## src/sv/pcla_pkg.sv

```systemverilog
// ----------------------------------------------------------------------------
// pcla_pkg: shared types and constants of the line and arc interpolator
// Field widths, motion and request kind codes, and the queued request layout.
// ----------------------------------------------------------------------------
package pcla_pkg;

  // Default width of the tool position registers.
  localparam int COORD_BITS = 16;

  // Width of a segment delta, one bit wider than a 16-bit coordinate.
  localparam int DELTA_BITS = 17;

  // Depth of the queue between the front and the interpolation core.
  localparam int QUEUE_DEPTH = 2;

  localparam int IN_DATA_W  = 120;
  localparam int OUT_DATA_W = 40;

  // Request kinds.
  localparam logic KIND_LOAD = 1'b0;
  localparam logic KIND_TICK = 1'b1;

  // Motion codes.
  localparam logic [1:0] MOT_NONE = 2'd0;
  localparam logic [1:0] MOT_LINE = 2'd1;
  localparam logic [1:0] MOT_CW   = 2'd2;
  localparam logic [1:0] MOT_CCW  = 2'd3;

  typedef struct packed {
    logic               kind;
    logic [1:0]         motion;
    logic signed [15:0] start_x;
    logic signed [15:0] start_y;
    logic signed [15:0] end_x;
    logic signed [15:0] end_y;
    logic signed [15:0] center_dx;
    logic signed [15:0] center_dy;
    logic [14:0]        radius;
  } item_t;

endpackage

```

## src/sv/pcla_front.sv

```systemverilog
// ----------------------------------------------------------------------------
// pcla_front: request intake and classification
// Unpacks each request, folds segments with nothing to do into no motion and
// holds the result in a short queue for the interpolation core.
// ----------------------------------------------------------------------------
module pcla_front (
  input  logic                            clk,
  input  logic                            rst,
  input  logic                            s_tvalid,
  output logic                            s_tready,
  input  logic [pcla_pkg::IN_DATA_W-1:0]  s_tdata,
  input  logic                            s_tuser,
  output logic                            q_valid,
  output pcla_pkg::item_t                 q_item,
  input  logic                            q_pop
);

  localparam int DEPTH = pcla_pkg::QUEUE_DEPTH;
  localparam int PW    = (DEPTH > 1) ? $clog2(DEPTH) : 1;
  localparam int CW    = $clog2(DEPTH + 1);

  pcla_pkg::item_t entry [DEPTH];
  pcla_pkg::item_t item_in;
  logic [PW-1:0]   wr_ptr;
  logic [PW-1:0]   rd_ptr;
  logic [CW-1:0]   count;
  logic            push;

  always_comb begin
    item_in.kind      = s_tuser;
    item_in.motion    = s_tdata[1:0];
    item_in.start_x   = s_tdata[17:2];
    item_in.start_y   = s_tdata[33:18];
    item_in.end_x     = s_tdata[49:34];
    item_in.end_y     = s_tdata[65:50];
    item_in.center_dx = s_tdata[81:66];
    item_in.center_dy = s_tdata[97:82];
    item_in.radius    = s_tdata[112:98];
    // A line that goes nowhere, or an arc without radius, is no motion.
    if (s_tdata[1:0] == pcla_pkg::MOT_LINE && s_tdata[17:2] == s_tdata[49:34] &&
        s_tdata[33:18] == s_tdata[65:50]) begin
      item_in.motion = pcla_pkg::MOT_NONE;
    end
    if ((s_tdata[1:0] == pcla_pkg::MOT_CW || s_tdata[1:0] == pcla_pkg::MOT_CCW) &&
        s_tdata[112:98] == '0) begin
      item_in.motion = pcla_pkg::MOT_NONE;
    end
  end

  assign s_tready = (count != CW'(DEPTH));
  assign push     = s_tvalid && s_tready;
  assign q_valid  = (count != '0);
  assign q_item   = entry[rd_ptr];

  always_ff @(posedge clk) begin
    if (push) begin
      entry[wr_ptr] <= item_in;
    end
  end

  always_ff @(posedge clk) begin
    if (rst) begin
      wr_ptr <= '0;
      rd_ptr <= '0;
      count  <= '0;
    end else begin
      if (push) begin
        wr_ptr <= (wr_ptr == PW'(DEPTH - 1)) ? '0 : wr_ptr + PW'(1);
      end
      if (q_pop) begin
        rd_ptr <= (rd_ptr == PW'(DEPTH - 1)) ? '0 : rd_ptr + PW'(1);
      end
      if (push && !q_pop) begin
        count <= count + CW'(1);
      end else if (q_pop && !push) begin
        count <= count - CW'(1);
      end
    end
  end

endmodule

```

## src/sv/pcla_back.sv

```systemverilog
// ----------------------------------------------------------------------------
// pcla_back: interpolation core
// Latches segments, sets up the deviation from the tool position with a short
// multiply sequence, then steps the tool once per tick with incremental
// deviation updates, and holds each result in an output register.
// ----------------------------------------------------------------------------
module pcla_back #(
  parameter int COORD_BITS = pcla_pkg::COORD_BITS
) (
  input  logic                            clk,
  input  logic                            rst,
  input  logic                            q_valid,
  input  pcla_pkg::item_t                 q_item,
  output logic                            q_pop,
  output logic                            m_tvalid,
  input  logic                            m_tready,
  output logic [pcla_pkg::OUT_DATA_W-1:0] m_tdata,
  output logic                            m_tlast
);

  localparam int C  = COORD_BITS;
  localparam int W  = ((C > 17) ? C : 17) + 1;
  localparam int FW = 2 * W + 2;
  localparam int XW = (C > 16) ? C : 16;
  localparam int DW = pcla_pkg::DELTA_BITS;

  localparam logic signed [C-1:0] CMAX = {1'b0, {(C - 1){1'b1}}};
  localparam logic signed [C-1:0] CMIN = {1'b1, {(C - 1){1'b0}}};

  localparam logic [1:0] ST_RUN  = 2'd0;
  localparam logic [1:0] ST_DIFF = 2'd1;
  localparam logic [1:0] ST_MUL  = 2'd2;
  localparam logic [1:0] ST_SUM  = 2'd3;

  localparam logic [1:0] Q1 = 2'd0;
  localparam logic [1:0] Q2 = 2'd1;
  localparam logic [1:0] Q3 = 2'd2;
  localparam logic [1:0] Q4 = 2'd3;

  // Control state.
  logic [1:0]          state;
  logic [1:0]          seg_motion;
  logic                pending;
  logic [1:0]          quad;
  logic signed [C-1:0] tool_x;
  logic signed [C-1:0] tool_y;

  // Segment geometry.
  logic signed [W-1:0]    ref_x;
  logic signed [W-1:0]    ref_y;
  logic signed [W-1:0]    end_x;
  logic signed [W-1:0]    end_y;
  logic signed [W-1:0]    xpr;
  logic signed [W-1:0]    xmr;
  logic signed [W-1:0]    ypr;
  logic signed [W-1:0]    ymr;
  logic signed [DW-1:0]   dx;
  logic signed [DW-1:0]   dy;
  logic signed [15:0]     ci;
  logic signed [15:0]     cj;
  logic [14:0]            r;

  // Deviation and its offsets.
  logic signed [W-1:0]    u;
  logic signed [W-1:0]    v;
  logic signed [FW-1:0]   f;
  logic signed [2*W-1:0]  p1;
  logic signed [2*W-1:0]  p2;
  logic [29:0]            p3;

  pcla_pkg::item_t        it;
  logic                   is_tick;
  logic                   out_free;
  logic                   take_load;
  logic                   take_tick;
  logic                   arc;
  logic                   cw;

  logic                   mx_en, mx_neg, my_en, my_neg;
  logic                   f_neg, f_zero, f_pos;
  logic                   q_hit;
  logic [1:0]             q_first;
  logic [1:0]             q_cur;
  logic [1:0]             q_after;
  logic signed [1:0]      step_x;
  logic signed [1:0]      step_y;
  logic signed [C-1:0]    tool_x_next;
  logic signed [C-1:0]    tool_y_next;
  logic signed [W-1:0]    nx;
  logic signed [W-1:0]    ny;
  logic signed [W-1:0]    base;
  logic signed [FW-1:0]   b2;
  logic signed [FW-1:0]   addend;
  logic                   wrap;
  logic                   done;
  logic [XW-1:0]          pos_x_ext;
  logic [XW-1:0]          pos_y_ext;
  logic signed [W-1:0]    mul_a, mul_b, mul_c, mul_d;
  logic signed [W-1:0]    ld_sx, ld_sy, ld_cx, ld_cy, ld_r;

  assign it        = q_item;
  assign is_tick   = (it.kind == pcla_pkg::KIND_TICK);
  assign out_free  = !m_tvalid || m_tready;
  assign take_load = q_valid && !is_tick;
  assign take_tick = q_valid && is_tick && (state == ST_RUN) && out_free;
  assign q_pop     = take_load || take_tick;

  assign arc = (seg_motion == pcla_pkg::MOT_CW) || (seg_motion == pcla_pkg::MOT_CCW);
  assign cw  = (seg_motion == pcla_pkg::MOT_CW);

  // Quadrant of the first tick, from the signs of the centre offset.
  always_comb begin
    logic ci_neg, ci_pos, cj_neg, cj_pos;
    ci_neg  = ci[15];
    ci_pos  = !ci[15] && (ci != '0);
    cj_neg  = cj[15];
    cj_pos  = !cj[15] && (cj != '0);
    q_hit   = 1'b1;
    q_first = Q1;
    if (cw) begin
      if (!ci_pos && cj_neg)       q_first = Q1;
      else if (ci_pos && !cj_pos)  q_first = Q2;
      else if (!ci_neg && cj_pos)  q_first = Q3;
      else if (ci_neg && !cj_neg)  q_first = Q4;
      else                         q_hit   = 1'b0;
    end else begin
      if (ci_neg && !cj_pos)       q_first = Q1;
      else if (!ci_neg && cj_neg)  q_first = Q2;
      else if (ci_pos && !cj_neg)  q_first = Q3;
      else if (!ci_pos && cj_pos)  q_first = Q4;
      else                         q_hit   = 1'b0;
    end
  end

  assign q_cur  = (arc && pending && q_hit) ? q_first : quad;
  assign f_neg  = f[FW-1];
  assign f_zero = (f == '0);
  assign f_pos  = !f_neg && !f_zero;

  // Step direction.
  always_comb begin
    logic dx_pos, dx_neg, dy_pos, dy_neg;
    dx_neg = dx[DW-1];
    dx_pos = !dx[DW-1] && (dx != '0);
    dy_neg = dy[DW-1];
    dy_pos = !dy[DW-1] && (dy != '0);
    mx_en  = 1'b0;
    mx_neg = 1'b0;
    my_en  = 1'b0;
    my_neg = 1'b0;
    unique case (seg_motion)
      pcla_pkg::MOT_NONE: begin
      end
      pcla_pkg::MOT_LINE: begin
        if (dx_pos && !dy_neg) begin
          if (!f_neg) mx_en = 1'b1;
          else        my_en = 1'b1;
        end else if (!dx_pos && dy_pos) begin
          if (!f_neg) my_en = 1'b1;
          else        {mx_en, mx_neg} = 2'b11;
        end else if (dx_neg && !dy_pos) begin
          if (!f_neg) {mx_en, mx_neg} = 2'b11;
          else        {my_en, my_neg} = 2'b11;
        end else begin
          if (!f_pos) mx_en = 1'b1;
          else        {my_en, my_neg} = 2'b11;
        end
      end
      pcla_pkg::MOT_CW: begin
        case (q_cur)
          Q1:      if (f_pos) {my_en, my_neg} = 2'b11; else mx_en = 1'b1;
          Q2:      if (f_pos) mx_en = 1'b1;            else my_en = 1'b1;
          Q3:      if (f_pos) my_en = 1'b1;            else {mx_en, mx_neg} = 2'b11;
          default: if (f_pos) {mx_en, mx_neg} = 2'b11; else {my_en, my_neg} = 2'b11;
        endcase
      end
      default: begin
        case (q_cur)
          Q1:      if (f_pos) {mx_en, mx_neg} = 2'b11; else my_en = 1'b1;
          Q2:      if (f_pos) {my_en, my_neg} = 2'b11; else {mx_en, mx_neg} = 2'b11;
          Q3:      if (f_pos) mx_en = 1'b1;            else {my_en, my_neg} = 2'b11;
          default: if (f_pos) my_en = 1'b1;            else mx_en = 1'b1;
        endcase
      end
    endcase
  end

  assign step_x = mx_en ? (mx_neg ? 2'sb11 : 2'sb01) : 2'sb00;
  assign step_y = my_en ? (my_neg ? 2'sb11 : 2'sb01) : 2'sb00;

  assign tool_x_next = tool_x + C'(step_x);
  assign tool_y_next = tool_y + C'(step_y);
  assign nx = W'(tool_x_next);
  assign ny = W'(tool_y_next);

  // A step across the end of the coordinate range breaks the incremental
  // deviation, so the core sets it up again from the wrapped position.
  assign wrap = (mx_en && (mx_neg ? (tool_x == CMIN) : (tool_x == CMAX))) ||
                (my_en && (my_neg ? (tool_y == CMIN) : (tool_y == CMAX)));

  // Deviation change for one step.
  always_comb begin
    base   = mx_en ? u : v;
    b2     = FW'(base) <<< 1;
    addend = '0;
    if (arc) begin
      if (mx_en ? mx_neg : my_neg) addend = FW'(1) - b2;
      else                         addend = b2 + FW'(1);
    end else if (mx_en) begin
      addend = mx_neg ? FW'(dy) : -FW'(dy);
    end else if (my_en) begin
      addend = my_neg ? -FW'(dx) : FW'(dx);
    end
  end

  // Quadrant change when the tool lands on an axis of the circle.
  always_comb begin
    q_after = q_cur;
    if (cw) begin
      case (q_cur)
        Q1:      if (nx == xpr && ny == ref_y) q_after = Q4;
        Q2:      if (nx == ref_x && ny == ypr) q_after = Q1;
        Q3:      if (nx == xmr && ny == ref_y) q_after = Q2;
        default: if (nx == ref_x && ny == ymr) q_after = Q3;
      endcase
    end else begin
      case (q_cur)
        Q1:      if (nx == ref_x && ny == ypr) q_after = Q2;
        Q2:      if (nx == xmr && ny == ref_y) q_after = Q3;
        Q3:      if (nx == ref_x && ny == ymr) q_after = Q4;
        default: if (nx == xpr && ny == ref_y) q_after = Q1;
      endcase
    end
  end

  assign done = (seg_motion == pcla_pkg::MOT_NONE) || (nx == end_x && ny == end_y);

  assign pos_x_ext = XW'(unsigned'(tool_x_next));
  assign pos_y_ext = XW'(unsigned'(tool_y_next));

  // Operands of the set-up multiplies: squares for an arc, cross terms for a line.
  assign mul_a = arc ? u : W'(dx);
  assign mul_b = arc ? u : v;
  assign mul_c = arc ? v : W'(dy);
  assign mul_d = arc ? v : u;

  assign ld_sx = W'(it.start_x);
  assign ld_sy = W'(it.start_y);
  assign ld_cx = ld_sx + W'(it.center_dx);
  assign ld_cy = ld_sy + W'(it.center_dy);
  assign ld_r  = signed'(W'(it.radius));

  always_ff @(posedge clk) begin
    if (rst) begin
      state      <= ST_RUN;
      seg_motion <= pcla_pkg::MOT_NONE;
      pending    <= 1'b1;
      quad       <= Q1;
      tool_x     <= '0;
      tool_y     <= '0;
      m_tvalid   <= 1'b0;
    end else begin
      if (take_load) begin
        state      <= ST_DIFF;
        seg_motion <= it.motion;
        pending    <= 1'b1;
      end else if (take_tick) begin
        tool_x <= tool_x_next;
        tool_y <= tool_y_next;
        if (arc) begin
          quad <= q_after;
        end
        if (done) begin
          seg_motion <= pcla_pkg::MOT_NONE;
          pending    <= 1'b1;
        end else begin
          if (arc) begin
            pending <= 1'b0;
          end
          if (wrap) begin
            state <= ST_DIFF;
          end
        end
      end else begin
        unique case (state)
          ST_DIFF: state <= ST_MUL;
          ST_MUL:  state <= ST_SUM;
          ST_SUM:  state <= ST_RUN;
          default: state <= ST_RUN;
        endcase
      end
      if (take_tick) begin
        m_tvalid <= 1'b1;
      end else if (m_tready) begin
        m_tvalid <= 1'b0;
      end
    end
  end

  always_ff @(posedge clk) begin
    if (take_load) begin
      ref_x <= (it.motion == pcla_pkg::MOT_LINE) ? ld_sx : ld_cx;
      ref_y <= (it.motion == pcla_pkg::MOT_LINE) ? ld_sy : ld_cy;
      end_x <= W'(it.end_x);
      end_y <= W'(it.end_y);
      xpr   <= ld_cx + ld_r;
      xmr   <= ld_cx - ld_r;
      ypr   <= ld_cy + ld_r;
      ymr   <= ld_cy - ld_r;
      dx    <= DW'(it.end_x) - DW'(it.start_x);
      dy    <= DW'(it.end_y) - DW'(it.start_y);
      ci    <= it.center_dx;
      cj    <= it.center_dy;
      r     <= it.radius;
    end
    unique case (state)
      ST_DIFF: begin
        u <= W'(tool_x) - ref_x;
        v <= W'(tool_y) - ref_y;
      end
      ST_MUL: begin
        p1 <= mul_a * mul_b;
        p2 <= mul_c * mul_d;
        p3 <= r * r;
      end
      ST_SUM: begin
        if (arc) f <= FW'(p1) + FW'(p2) - FW'(signed'({1'b0, p3}));
        else     f <= FW'(p1) - FW'(p2);
      end
      default: begin
        if (take_tick) begin
          u <= u + W'(step_x);
          v <= v + W'(step_y);
          f <= f + addend;
        end
      end
    endcase
    if (take_tick) begin
      m_tdata <= {4'b0000, step_y, step_x, pos_y_ext[15:0], pos_x_ext[15:0]};
      m_tlast <= done;
    end
  end

endmodule

```

## src/sv/point_compare_line_arc_interpolator_unit.sv

```systemverilog
// ----------------------------------------------------------------------------
// point_compare_line_arc_interpolator_unit: point-by-point comparison
// interpolator for lines and circular arcs
// Loads a segment, then moves the tool one unit step per tick request.
// ----------------------------------------------------------------------------
// Tick requests are taken at one per clock cycle while the result side
// keeps up and the core is not setting up; each tick gives one result, by
// way of the queue entry and the result register. A load gives no result:
// the core latches the segment, then sets up the deviation from the current
// tool position in a difference, a multiply and a sum step. A tick that
// carries the tool across the end of the coordinate range, unless it ends
// the segment, is followed by the same set-up. A two-entry request queue
// lets new requests in while the core is busy; the result register lets
// loads and set-up go on while a result waits, but ticks wait until it is taken.
module point_compare_line_arc_interpolator_unit #(
  parameter int COORD_BITS = pcla_pkg::COORD_BITS
) (
  input  logic                            clk,
  input  logic                            rst,
  input  logic                            s_tvalid,
  output logic                            s_tready,
  // motion, start_x, start_y, end_x, end_y, center_dx, center_dy, radius, zero fill
  input  logic [pcla_pkg::IN_DATA_W-1:0]  s_tdata,
  // kind
  input  logic                            s_tuser,
  output logic                            m_tvalid,
  input  logic                            m_tready,
  // pos_x, pos_y, step_x, step_y, zero fill
  output logic [pcla_pkg::OUT_DATA_W-1:0] m_tdata,
  // segment_done
  output logic                            m_tlast
);

  logic            q_valid;
  logic            q_pop;
  pcla_pkg::item_t q_item;

  pcla_front u_front (
    .clk      (clk),
    .rst      (rst),
    .s_tvalid (s_tvalid),
    .s_tready (s_tready),
    .s_tdata  (s_tdata),
    .s_tuser  (s_tuser),
    .q_valid  (q_valid),
    .q_item   (q_item),
    .q_pop    (q_pop)
  );

  pcla_back #(
    .COORD_BITS (COORD_BITS)
  ) u_back (
    .clk      (clk),
    .rst      (rst),
    .q_valid  (q_valid),
    .q_item   (q_item),
    .q_pop    (q_pop),
    .m_tvalid (m_tvalid),
    .m_tready (m_tready),
    .m_tdata  (m_tdata),
    .m_tlast  (m_tlast)
  );

endmodule
```

## config.mk

```make
export PLATFORM = sky130hd
export DESIGN_NAME = point_compare_line_arc_interpolator_unit
export DESIGN_NICKNAME = d
export VERILOG_FILES = /design/src/sv/pcla_pkg.sv /design/src/sv/pcla_front.sv /design/src/sv/pcla_back.sv /design/src/sv/point_compare_line_arc_interpolator_unit.sv
export SDC_FILE = /design/constraint.sdc
export NUM_CORES = 2
export LEC_CHECK = 0
export ABC_AREA = 1
export CORE_MARGIN = 5
export CORE_UTILIZATION = 67
export DETAILED_ROUTE_END_ITERATION = 7
export DONT_BUFFER_PORTS = 1
export GPL_TIMING_DRIVEN = 0
export PLACE_DENSITY = 0.84
export SLEW_MARGIN = 20
export SYNTH_ARGS = -nofsm -noshare
export SYNTH_HDL_FRONTEND = slang
export SYNTH_SLANG_ARGS = --single-unit
```

## constraint.sdc

```tcl
create_clock -name clk -period 16.3 [get_ports clk]
set_clock_uncertainty 0.1 [all_clocks]
set_input_delay 3.26 -clock clk [delete_from_list [all_inputs] [get_ports clk]]
set_output_delay 3.26 -clock clk [all_outputs]
set_load 0.1 [all_outputs]
```

==> flow_metrics.py <==
metrics = {
    "synthesis": {
        "dominantRegCellSynth": "edfxtp_1",
        "async_flop_share": 0,
        "synth_cells": 8605,
        "yosysMostFrequentCell": "inv_1",
        "ys_seq_area_frac": 0.276,
        "yosys_warnings": 0,
        "synth-seq-cells": 702,
        "synth_edf_count": 657,
        "synth_area_leader_cell": "edfxtp_1",
        "synthTopCellsByCount": "inv_1 (1,716), nand2_1 (1,597), fa_1 (810)",
        "synth_area_leaders": "edfxtp_1 (26%), fa_1 (22%), ha_1 (10%)",
        "syn_area_per_cell_um2": 8.68,
        "synth_cell_types": 72,
        "syn_area_mm2": 0.0747,
        "synth_top_area_share": 0.264,
    },
    "die": {
        "core_area_mm2": 0.111,
        "row_count": 122,
        "initial_core_util": 0.675,
        "io_pins": 168,
        "die_w_um": 344,
        "die_area_mm2": 0.118,
        "die_h_um": 344,
    },
    "cts": {
        "cts_buffers": 77,
        "cts_setup_buffers": 0,
        "htree_levels": 3,
        "root_buffer": "clkbuf_16",
        "cts_resized": 0,
        "clkSinkCount": 702,
        "postCtsHoldBufs": 0,
        "cts_tree": "yes",
        "clk_path_buf_depth": 3,
        "clkTransAtPathRegs_ns": 0.07,
        "clock_latency_ns": 0.71,
    },
    "global_routing": {
        "grt_max_degree": 43,
        "antenna_found_initial": 19,
        "grt-ovfl-total": 0,
        "grt_pass1_wl_mm": 380,
        "met3_usage": 0.109,
        "met1_usage": 0.520,
        "grt_pass1_vias": 63700,
        "grt_use_met2": 0.678,
        "track_usage": 0.434,
        "gr-max-usage-layer": "met2",
    },
    "sta": {
        "finalCriticalPeriod_ns": 11.28,
        "finalMaxSlewViolations": 0,
        "rsz0062_at_grt": "false",
        "max_freq_mhz": 88.7,
        "setup_violations": 0,
        "fin_crit_sh": 0.692,
        "final-hold-violation-count": 0,
        "worst-slew-pin-transition_ns": 1.28,
        "relSlewSlack": 0.136,
    },
    "setup_path": {
        "max_stage_delay_ns": 0.89,
        "worst_setup_path_start_kind": "register",
        "worstPathArrival_ns": 11.57,
        "cp-end-kind": "register",
        "worst-r2r-setup-slack_ns": 5.02,
        "critPathKind": "reg -> reg",
        "crit_fanout": 10,
        "slowest_stage": "o21ai_0",
        "r2r_start": "u_back.dx[0]",
        "rr_worst_depth": 40,
        "r2r-end": "u_back.f[37]",
        "cp.required_ns": 16.59,
        "crit_top_cell": "o21ai_0",
    },
    "routing": {
        "drc": 1,
        "wl_per_cell_um": 24.7,
        "drt_wl_total_mm": 254,
        "detail-route-antenna-nets": 0,
        "drt-pass1-iter-count": 8,
        "dr_total_vias": 62400,
        "viasPerCell": 6.07,
        "dr.first_iter.drc_count": 6625,
    },
    "finish": {
        "syn_to_final_growth_pct": 7.13,
        "final_core_util": 0.723,
        "post_route_cells_drive_above_1_share": 0.0416,
        "fin_nets": 10300,
    },
    "outcome": {
        "violations": "DRC",
        "run_status": "finished, violations left",
    },
    "hold_path": {
        "min_path_type": "reg -> reg",
        "worstHoldEndpoint": "u_front.rd_ptr",
        "worstHoldStart": "u_front.rd_ptr",
        "hold_depth": 1,
    },
    "placement": {
        "port_buffers": 0,
        "dp_hpwl_mm": 206,
        "gp_congestion": 1.03,
    },
    "run": {
        "max_cap_violations": 0,
    },
}
[per-layer routing]
layer / up-vias / routed length, um
li1: 27600 / -
met1: 29900 / 88400
met2: 3924 / 113000
met3: 1009 / 28200
met4: 8 / 24800
met5: - / 57
[registers in the layout, summed over array words and instances (netlist names), 29 cells and up, named ones only]
signal and count:
u_front.entry 228, u_back.f 38, u_back.m_tdata 36, u_back.p1 36
u_back.p2 36, u_back.p3 29
[worst max-delay path: cells and delay by family, from the launching register on]
kind | cells | cell delay, ns
and+or+nand+nor | 7 | 2.05
adders and majority gates | 3 | 0.92
xor gates and xnor gates | 2 | 0.36
DFF | 1 | 0.44
buffers and inverters | 9 | 2.00
AOI/OAI and AO/OA | 19 | 5.08
[cells in the final DEF (no fill, tap or decap), types with 11 or more instances in the layout]
cell type / instances
inv_1: 1716
nand2_1: 1597
fa_1: 810
edfxtp_1: 657
nor2_1: 630
ha_1: 623
a21oi_1: 600
o21ai_0: 413
xor2_1: 322
nand3_1: 223
clkbuf_1: 190
xnor2_1: 109
clkbuf_16: 77
or2_2: 74
nand4_1: 59
o21bai_1: 48
dfxtp_1: 45
nor3_1: 44
nand2_2: 43
o31ai_1: 41
o21ai_1: 33
a31oi_1: 33
nor4_1: 26
inv_2: 21
a21oi_2: 16
buf_1: 16
clkinv_1: 16
buf_16: 16
o22ai_1: 14
o211ai_1: 14
a211oi_1: 14
a21o_1: 12
o41ai_1: 11
bufinv_16: 11
[worst max path at each step]
stage,start,endpoint,slack (ns),cells after the start
global route,u_back.dx[0],u_back.f[37],4.77,40
finish,u_back.dx[0],u_back.f[37],5.02,40
detailed placement,u_back.seg_motion[1],u_back.p1[35],5.63,43
floorplan,register,u_front.count[1],3.94,13
global placement,register,u_front.count[1],-0.46,13
CTS,u_back.seg_motion[1],u_back.p1[35],5.50,43
[area by class of cell]
type | count | area (um^2)
plain buffers | 215 | 885
multi-input cells | 5945 | 46700
inverters | 1746 | 6550
clock buffers | 88 | 1970
fillers | 8154 | 30700
well taps | 1488 | 1860
diodes | 10 | 25.0
clock inverters | 52 | 727
flip-flops and latches | 702 | 20600
repair buffers | 27 | 631
[stage by stage]
step	setup slack, ns	hold WS, ns	TNS [ns]	instances	cell area, um^2
2_1_floorplan	3.94	0.326	0	8608	74700
3_3_place_gp	-0.465	0.336	-0.732	10100	76500
3_5_place_dp	5.63	0.347	0	10100	77200
4_1_cts	5.50	0.355	0	10300	79900
5_1_grt	4.77	0.393	0	10300	80000
6_report	5.02	0.360	0	10300	80000
[logic make-up (layout without fill, tap and decap cells)]
family	after synthesis	after routing	synth area share
simple gates	2756	2756	0.154
compound gates	1315	1315	0.0971
buf+inv	1961	2128	0.0996
mux	2	2	0.000268
fa+ha+maj	1434	1434	0.322
other cells	1	14	0.0000502
flops	702	702	0.276
xor+xnor	434	434	0.0512
Power is not shown: default switching activity piles up to over one toggle a cycle in this logic, so the estimate is an artifact.
